==> config.mk <==
export PLATFORM = sky130hd
export DESIGN_NAME = ir_pulse_distance_encoder
export DESIGN_NICKNAME = d
export VERILOG_FILES = /design/src/rtl/irpde_pkg.sv /design/src/rtl/irpde_front.sv /design/src/rtl/irpde_cmd_fifo.sv /design/src/rtl/irpde_back.sv /design/src/rtl/ir_pulse_distance_encoder.sv
export SDC_FILE = /design/constraint.sdc
export NUM_CORES = 1
export LEC_CHECK = 0
export ABC_AREA = 1
export BUFFER_PORTS_ARGS = -buffer_cell sky130_fd_sc_hd__buf_2
export CAP_MARGIN = 20
export CORE_UTILIZATION = 55
export DETAILED_ROUTE_END_ITERATION = 12
export GPL_TIMING_DRIVEN = 0
export PLACE_DENSITY = 0.79
export SETUP_SLACK_MARGIN = 0.02
export SLEW_MARGIN = 20
export SYNTH_ARGS = -nofsm -noshare
export SYNTH_HDL_FRONTEND = slang
export SYNTH_SLANG_ARGS = --single-unit
==> constraint.sdc <==
create_clock -name clk -period 3 [get_ports clk]
set_input_delay 0.3 -clock clk [delete_from_list [all_inputs] [get_ports clk]]
set_output_delay 0.3 -clock clk [all_outputs]
set_load 0.005 [all_outputs]
==> src/rtl/irpde_pkg.sv <==
// Types and constants of the IR pulse-distance encoder.
// Used by the front end, queue, back end and top level of the block; depends on nothing.
package irpde_pkg;

	localparam int STEP_W = 5;
	typedef logic [STEP_W-1:0] step_t;

	// segment positions within one item's run
	localparam step_t STEP_HDR_MARK  = 5'd0;
	localparam step_t STEP_HDR_SPACE = 5'd1;
	localparam step_t STEP_BIT_FIRST = 5'd2;
	localparam step_t STEP_BIT_LAST  = 5'd17;
	localparam step_t STEP_TRAIL     = 5'd18;

	localparam int REG_W = 16;
	typedef logic [REG_W-1:0] reg_t;

	localparam int ADDR_W = 4;
	localparam logic [1:0] REG_SHORT     = 2'd0;
	localparam logic [1:0] REG_LONG      = 2'd1;
	localparam logic [1:0] REG_HDR_MARK  = 2'd2;
	localparam logic [1:0] REG_HDR_SPACE = 2'd3;

	localparam reg_t SHORT_RESET     = 16'd560;
	localparam reg_t LONG_RESET      = 16'd1690;
	localparam reg_t HDR_MARK_RESET  = 16'd3000;
	localparam reg_t HDR_SPACE_RESET = 16'd2000;

	typedef struct packed {
		logic [7:0] data;
		logic       present;
		logic       last;
		step_t      start;
	} cmd_t;

	typedef struct packed {
		reg_t short_time;
		reg_t long_time;
		reg_t header_mark_time;
		reg_t header_space_time;
	} cfg_t;

	typedef struct packed {
		logic full;
		logic empty;
	} q_status_t;

endpackage

==> src/rtl/irpde_front.sv <==
// Front end: accepts input beats, drops empty items, picks the first segment.
// Depends on irpde_pkg; feeds irpde_cmd_fifo.
module irpde_front import irpde_pkg::*; (
	input  logic       push,
	output logic       full,
	input  logic [7:0] data_byte,
	input  logic       byte_present,
	input  logic       first_of_frame,
	input  logic       last_of_frame,
	input  q_status_t  q_status,
	output logic       q_push,
	output cmd_t       q_cmd
);

	logic has_work;

	assign full     = q_status.full;
	assign has_work = byte_present | first_of_frame | last_of_frame;
	assign q_push   = push & ~q_status.full & has_work;

	always_comb begin
		q_cmd.data    = data_byte;
		q_cmd.present = byte_present;
		q_cmd.last    = last_of_frame;
		if (first_of_frame) begin
			q_cmd.start = STEP_HDR_MARK;
		end else if (byte_present) begin
			q_cmd.start = STEP_BIT_FIRST;
		end else begin
			q_cmd.start = STEP_TRAIL;
		end
	end

endmodule

==> src/rtl/irpde_cmd_fifo.sv <==
// Two-entry command queue between the front end and the segment sequencer.
// Depends on irpde_pkg.
module irpde_cmd_fifo import irpde_pkg::*; (
	input  logic      clk,
	input  logic      arst_n,
	input  logic      wr_en,
	input  cmd_t      wr_cmd,
	input  logic      rd_en,
	output cmd_t      rd_cmd,
	output q_status_t status
);

	cmd_t       mem_q [2];
	logic       wr_ptr_q;
	logic       rd_ptr_q;
	logic [1:0] count_q;
	logic       do_wr;
	logic       do_rd;

	assign status.full  = (count_q == 2'd2);
	assign status.empty = (count_q == 2'd0);
	assign do_wr        = wr_en & ~status.full;
	assign do_rd        = rd_en & ~status.empty;
	assign rd_cmd       = mem_q[rd_ptr_q];

	always_ff @(posedge clk) begin
		if (do_wr) begin
			mem_q[wr_ptr_q] <= wr_cmd;
		end
	end

	always_ff @(posedge clk or negedge arst_n) begin
		if (!arst_n) begin
			wr_ptr_q <= 1'b0;
			rd_ptr_q <= 1'b0;
			count_q  <= 2'd0;
		end else begin
			if (do_wr) begin
				wr_ptr_q <= ~wr_ptr_q;
			end
			if (do_rd) begin
				rd_ptr_q <= ~rd_ptr_q;
			end
			case ({do_wr, do_rd})
				2'b10:   count_q <= count_q + 2'd1;
				2'b01:   count_q <= count_q - 2'd1;
				default: count_q <= count_q;
			endcase
		end
	end

endmodule

==> src/rtl/irpde_back.sv <==
// Back end: steps through one command's segments, one beat a cycle unless the output is stalled,
// into the output register. Depends on irpde_pkg; reads irpde_cmd_fifo.
module irpde_back import irpde_pkg::*; #(
	parameter int DURATION_WIDTH = 16
) (
	input  logic                      clk,
	input  logic                      arst_n,
	input  cfg_t                      cfg,
	input  q_status_t                 q_status,
	input  cmd_t                      q_cmd,
	output logic                      q_pop,
	output logic                      empty,
	input  logic                      pop,
	output logic                      carrier_on,
	output logic [DURATION_WIDTH-1:0] duration_us,
	output logic                      run_end,
	output logic                      frame_end
);

	localparam logic [31:0] DUR_MAX = (DURATION_WIDTH >= 32) ? 32'hFFFF_FFFF :
		((32'd1 << DURATION_WIDTH) - 32'd1);

	logic                      active_q;
	step_t                     step_q;
	logic [7:0]                data_q;
	logic                      present_q;
	logic                      last_q;
	logic                      out_valid_q;
	logic                      carrier_q;
	logic [DURATION_WIDTH-1:0] dur_q;
	logic                      run_end_q;
	logic                      frame_end_q;

	logic                      out_ready;
	logic                      emit;
	logic                      seg_last;
	logic                      load;
	step_t                     step_next;
	step_t                     bit_off;
	reg_t                      raw_dur;
	logic [DURATION_WIDTH-1:0] seg_dur;

	assign out_ready = ~out_valid_q | pop;
	assign emit      = active_q & out_ready;
	assign seg_last  = (step_q == STEP_TRAIL) ||
		(step_q == STEP_BIT_LAST && !last_q) ||
		(step_q == STEP_HDR_SPACE && !present_q && !last_q);
	assign load      = ~q_status.empty & (~active_q | (emit & seg_last));
	assign q_pop     = load;
	assign bit_off   = step_q - STEP_BIT_FIRST;

	always_comb begin
		if (step_q == STEP_HDR_SPACE) begin
			step_next = present_q ? STEP_BIT_FIRST : STEP_TRAIL;
		end else if (step_q == STEP_BIT_LAST) begin
			step_next = STEP_TRAIL;
		end else begin
			step_next = step_q + step_t'(1);
		end
	end

	always_comb begin
		if (step_q == STEP_HDR_MARK) begin
			raw_dur = cfg.header_mark_time;
		end else if (step_q == STEP_HDR_SPACE) begin
			raw_dur = cfg.header_space_time;
		end else if (step_q == STEP_TRAIL) begin
			raw_dur = cfg.long_time;
		end else if (step_q[0] && data_q[bit_off[3:1]]) begin
			raw_dur = cfg.long_time;
		end else begin
			raw_dur = cfg.short_time;
		end
		if ({16'd0, raw_dur} > DUR_MAX) begin
			seg_dur = DURATION_WIDTH'(DUR_MAX);
		end else begin
			seg_dur = DURATION_WIDTH'(raw_dur);
		end
	end

	always_ff @(posedge clk) begin
		if (load) begin
			data_q    <= q_cmd.data;
			present_q <= q_cmd.present;
			last_q    <= q_cmd.last;
		end
		if (emit) begin
			carrier_q   <= ~step_q[0];
			dur_q       <= seg_dur;
			run_end_q   <= seg_last;
			frame_end_q <= (step_q == STEP_TRAIL);
		end
	end

	always_ff @(posedge clk or negedge arst_n) begin
		if (!arst_n) begin
			active_q    <= 1'b0;
			step_q      <= STEP_HDR_MARK;
			out_valid_q <= 1'b0;
		end else begin
			if (load) begin
				active_q <= 1'b1;
				step_q   <= q_cmd.start;
			end else if (emit) begin
				if (seg_last) begin
					active_q <= 1'b0;
				end else begin
					step_q <= step_next;
				end
			end
			if (emit) begin
				out_valid_q <= 1'b1;
			end else if (pop) begin
				out_valid_q <= 1'b0;
			end
		end
	end

	assign empty       = ~out_valid_q;
	assign carrier_on  = carrier_q;
	assign duration_us = dur_q;
	assign run_end     = run_end_q;
	assign frame_end   = frame_end_q;

endmodule

==> src/rtl/ir_pulse_distance_encoder.sv <==
// IR pulse-distance encoder: frame items in, mark/space segments out, one beat a cycle unless stalled.
// An accepted item passes through the command queue and the sequencer's step register to the output register.
// Throughput: 2 + 16 + 1 segments per item at most, one per cycle from the sequencer unless the result side stalls;
// the single segment sequencer in irpde_back emits them while the queue takes further items.
// Reset: arst_n clears queue and sequencer and restores the default timing registers.
// Depends on irpde_pkg, irpde_front, irpde_cmd_fifo, irpde_back.
module ir_pulse_distance_encoder import irpde_pkg::*; #(
	parameter int DURATION_WIDTH = 16
) (
	input  logic                      clk,
	input  logic                      arst_n,
	input  logic                      psel,
	input  logic                      penable,
	input  logic                      pwrite,
	input  logic [ADDR_W-1:0]         paddr,
	input  logic [31:0]               pwdata,
	output logic [31:0]               prdata,
	output logic                      pready,
	input  logic                      push,
	output logic                      full,
	input  logic [7:0]                data_byte,
	input  logic                      byte_present,
	input  logic                      first_of_frame,
	input  logic                      last_of_frame,
	output logic                      empty,
	input  logic                      pop,
	output logic                      carrier_on,
	output logic [DURATION_WIDTH-1:0] duration_us,
	output logic                      run_end,
	output logic                      frame_end
);

	cfg_t       cfg_q;
	logic       wr_en;
	logic [1:0] reg_idx;
	q_status_t  q_status;
	logic       q_push;
	cmd_t       q_wr_cmd;
	logic       q_pop;
	cmd_t       q_rd_cmd;

	assign pready  = 1'b1;
	assign reg_idx = paddr[3:2];
	assign wr_en   = psel & penable & pwrite & pready;

	always_ff @(posedge clk or negedge arst_n) begin
		if (!arst_n) begin
			cfg_q.short_time        <= SHORT_RESET;
			cfg_q.long_time         <= LONG_RESET;
			cfg_q.header_mark_time  <= HDR_MARK_RESET;
			cfg_q.header_space_time <= HDR_SPACE_RESET;
		end else if (wr_en) begin
			case (reg_idx)
				REG_SHORT:     cfg_q.short_time        <= pwdata[REG_W-1:0];
				REG_LONG:      cfg_q.long_time         <= pwdata[REG_W-1:0];
				REG_HDR_MARK:  cfg_q.header_mark_time  <= pwdata[REG_W-1:0];
				REG_HDR_SPACE: cfg_q.header_space_time <= pwdata[REG_W-1:0];
				default:       cfg_q                   <= cfg_q;
			endcase
		end
	end

	always_comb begin
		case (reg_idx)
			REG_SHORT:     prdata = {16'd0, cfg_q.short_time};
			REG_LONG:      prdata = {16'd0, cfg_q.long_time};
			REG_HDR_MARK:  prdata = {16'd0, cfg_q.header_mark_time};
			REG_HDR_SPACE: prdata = {16'd0, cfg_q.header_space_time};
			default:       prdata = 32'd0;
		endcase
	end

	irpde_front u_front (
		.push           (push),
		.full           (full),
		.data_byte      (data_byte),
		.byte_present   (byte_present),
		.first_of_frame (first_of_frame),
		.last_of_frame  (last_of_frame),
		.q_status       (q_status),
		.q_push         (q_push),
		.q_cmd          (q_wr_cmd)
	);

	irpde_cmd_fifo u_fifo (
		.clk    (clk),
		.arst_n (arst_n),
		.wr_en  (q_push),
		.wr_cmd (q_wr_cmd),
		.rd_en  (q_pop),
		.rd_cmd (q_rd_cmd),
		.status (q_status)
	);

	irpde_back #(
		.DURATION_WIDTH (DURATION_WIDTH)
	) u_back (
		.clk         (clk),
		.arst_n      (arst_n),
		.cfg         (cfg_q),
		.q_status    (q_status),
		.q_cmd       (q_rd_cmd),
		.q_pop       (q_pop),
		.empty       (empty),
		.pop         (pop),
		.carrier_on  (carrier_on),
		.duration_us (duration_us),
		.run_end     (run_end),
		.frame_end   (frame_end)
	);

endmodule

==> out/results.ini <==
[cells_and_area]
area_delta_synth_final_pct=21.9
fillers=770
post-route-util_pct=70.2
final_common_cell=nand2_1
drive_gt1_share_pct=21.1
multi_input_area_um2=2110
nets=852
final_cell_mix=nand2_1, o21ai_0, buf_2, inv_1
diodes=0
design_area_um2=7340
seq_area_um2=3500

[place]
placed_area_um2=6630
port_buffers=72
routabilityCongestion=0.876
hpwl_um=9740

[setup_path]
critical_path_arrival_ps=3120
crit_fanout=13
cp_data_required_time_ps=3420
endpoint_kind=register
worstSetupStartpointType=register
path_class=reg -> reg

[sta]
skew_ps=6.30
fmax_mhz=370
hold_violations=0
grt_setup_unrepaired=false
slew-limit-headroom_pct=33.2
final.min_clock_period_ps=2700
worst_slew_pin_slew_ps=998
setup_tns_ps=0
slew_violations=0
finalSetupViolations=0
fin_crit_sh_pct=90.1

[power]
power.internal_mw=4.68
ir_drop_mv=0.484
power-per-cell-area_nw_per_um2=1000
p_comb_share_pct=33.1
p_switching_mw=2.69
pwr-share-clk_pct=28.2
p_sw_share_pct=36.5
power_frac_seq_pct=38.8
p_leak_nw=3.52

[floorplan]
chipWidth_um=107
start_util_pct=57.6
die-area_um2=11400
io-pin-count=108
core_area_um2=10500
die_h_um=107
num_rows=37

[run_status]
status=complete, no violations

[cts]
post-cts-setup-buffers=0
clk_latency_ps=550
clk_pin_slew_ps=60
cts_root_buffer=clkbuf_8
cts-resized-gates=0
h-tree-depth=4
cts_sinks=128
cts_tree=done
numCtsBuffers=17
clockBufferDepth=2
hold_buffers=11

[route]
avgRoutedWirePerCell_um=16.1
drtIter0Drc=426
firstDrtPassIters=6
routed-via-count=5192
ant_nets=0
wl_um=15100
avgViaCountPerCell=5.52
drc_errors=0

[global_route]
grt_usage_pct=28.3
antenna_found_initial=0
grt_max_degree=45
grt_pass1_wl_um=24000
grt_overflow=0
grt_pass1_vias=4933

[synthesis]
yosys_register_bits=128
synth_edf_count=53
synth_area_per_cell_um2=8.95
synthArstFlopShare_pct=58.6
synth_ff_type=edfxtp_1
syn_area_um2=6020
synth_cells=673
synth_cell_types=32
seq_area_frac_synth_pct=58.1
yosysWarnings=0

[flow_run]
maxCapViolations=0

[hold_path]
hold_class=in -> reg

[metrics by stage]
step           cells  setup slack [ps]  power [mW]  hold slack [ps]
5_1_grt          940               201        7.78             41.3
3_5_place_dp     897               362        5.24              270
3_3_place_gp     896               547        5.11              483
4_1_cts          940               301        7.36             13.0
2_1_floorplan    688               801        4.45             4.41
6_report         940               298        7.37             25.9
[cells in the mapped netlist, types with 2 or more instances]
cell	instances	area, um^2
clkbuf_1	18	67.6
nand3_4	2	35.0
edfxtp_1	53	1590
nand3_1	45	225
xor2_1	3	26.3
nor2_2	3	18.8
buf_2	5	25.0
nand4_1	19	119
inv_1	58	218
ha_1	7	87.6
or2_2	3	18.8
nand2_1	253	950
dfrtp_1	53	1330
nand2_4	2	22.5
clkinv_1	2	7.51
conb_1	2	7.51
buf_4	18	135
dfstp_2	22	578
nor2_1	5	18.8
o21ai_0	83	415
xnor2_1	2	17.5
nand2_2	3	18.8
o211ai_1	3	22.5
[power by group through the flow]
stage	sequential, mW	combinational, mW	clock, mW
after floorplan	2.82	1.64	0
after global placement	2.84	2.26	0
after detailed placement	2.87	2.36	0
after CTS	2.85	2.41	2.09
after global routing	2.91	2.71	2.16
final	2.86	2.44	2.08
[cell families (layout without fill, tap and decap cells)]
family                     count (synthesis)  count (layout)  share of synthesized area [%]
DFF                                      128             128                           58.1
and+or+nand+nor                          337             337                           24.0
AOI/OAI and AO/OA                         89              89                           7.77
buffers and inverters                    105             221                           7.92
other                                      2              17                          0.125
adders and majority gates                  7               7                           1.45
xor gates and xnor gates                   5               5                          0.727
[cell type report]
cell class / count / share of cell area [%]
sequential: 128 / 47.6
multi-input combinational: 455 / 28.7
timing repair buffer: 84 / 6.72
clock buffer: 17 / 5.64
buffer: 43 / 3.31
inverter: 62 / 3.19
clock inverter: 15 / 2.47
tap: 136 / 2.32
[sequential cells by signal (all words and copies together), names as in the netlist]
register and cells:
cfg_q 64, u_fifo.mem_q 24, u_back.duration_us 16, u_back.data_q 8, u_back.step_q 5, u_fifo.count_q 2
u_back.active_q 1, u_back.carrier_on 1, u_back.frame_end 1, u_back.last_q 1, u_back.out_valid_q 1, u_back.present_q 1
u_back.run_end 1, u_fifo.rd_ptr_q 1, u_fifo.wr_ptr_q 1
[final timing paths]
| kind | from | cells past startpoint | end | slack, ps |
|---|---|---|---|---|
| max in group asynchronous | arst_n | 3 | cfg_q[10] | 2100 |
| worst min register to register | cfg_q[35] | 2 | cfg_q[35] | 500 |
| worst min-delay path | pop | 3 | u_back.out_valid_q | 30 |
| min in group asynchronous | arst_n | 2 | u_fifo.wr_ptr_q | 240 |
| worst max register to register | u_back.step_q[0] | 12 | u_fifo.count_q[1] | 300 |
| worst max-delay path | u_back.step_q[0] | 12 | u_fifo.count_q[1] | 300 |
[routing by layer]
| metal | track usage [%] | part of all wire, % | vias up |
|---|---|---|---|
| li1 | - | - | 2402 |
| met1 | 37.1 | 40 | 2427 |
| met2 | 44.5 | 47 | 302 |
| met3 | 6.26 | 9.2 | 61 |
| met4 | 14.9 | 3.3 | 0 |
| met5 | 0 | 0 | - |
[critical path: stages, from the launching register on]
cell      delay (ps)
dfrtp_1          530
inv_1            170
ha_1             280
nand3_4          190
o21ai_2          110
nand2_1           80
nand2_2           70
nand2_4          120
clkinv_2         210
ha_1             370
a21oi_1          140
o21ai_0          130
xor2_1           160
Note: power is estimated with default switching activity, not from simulation.
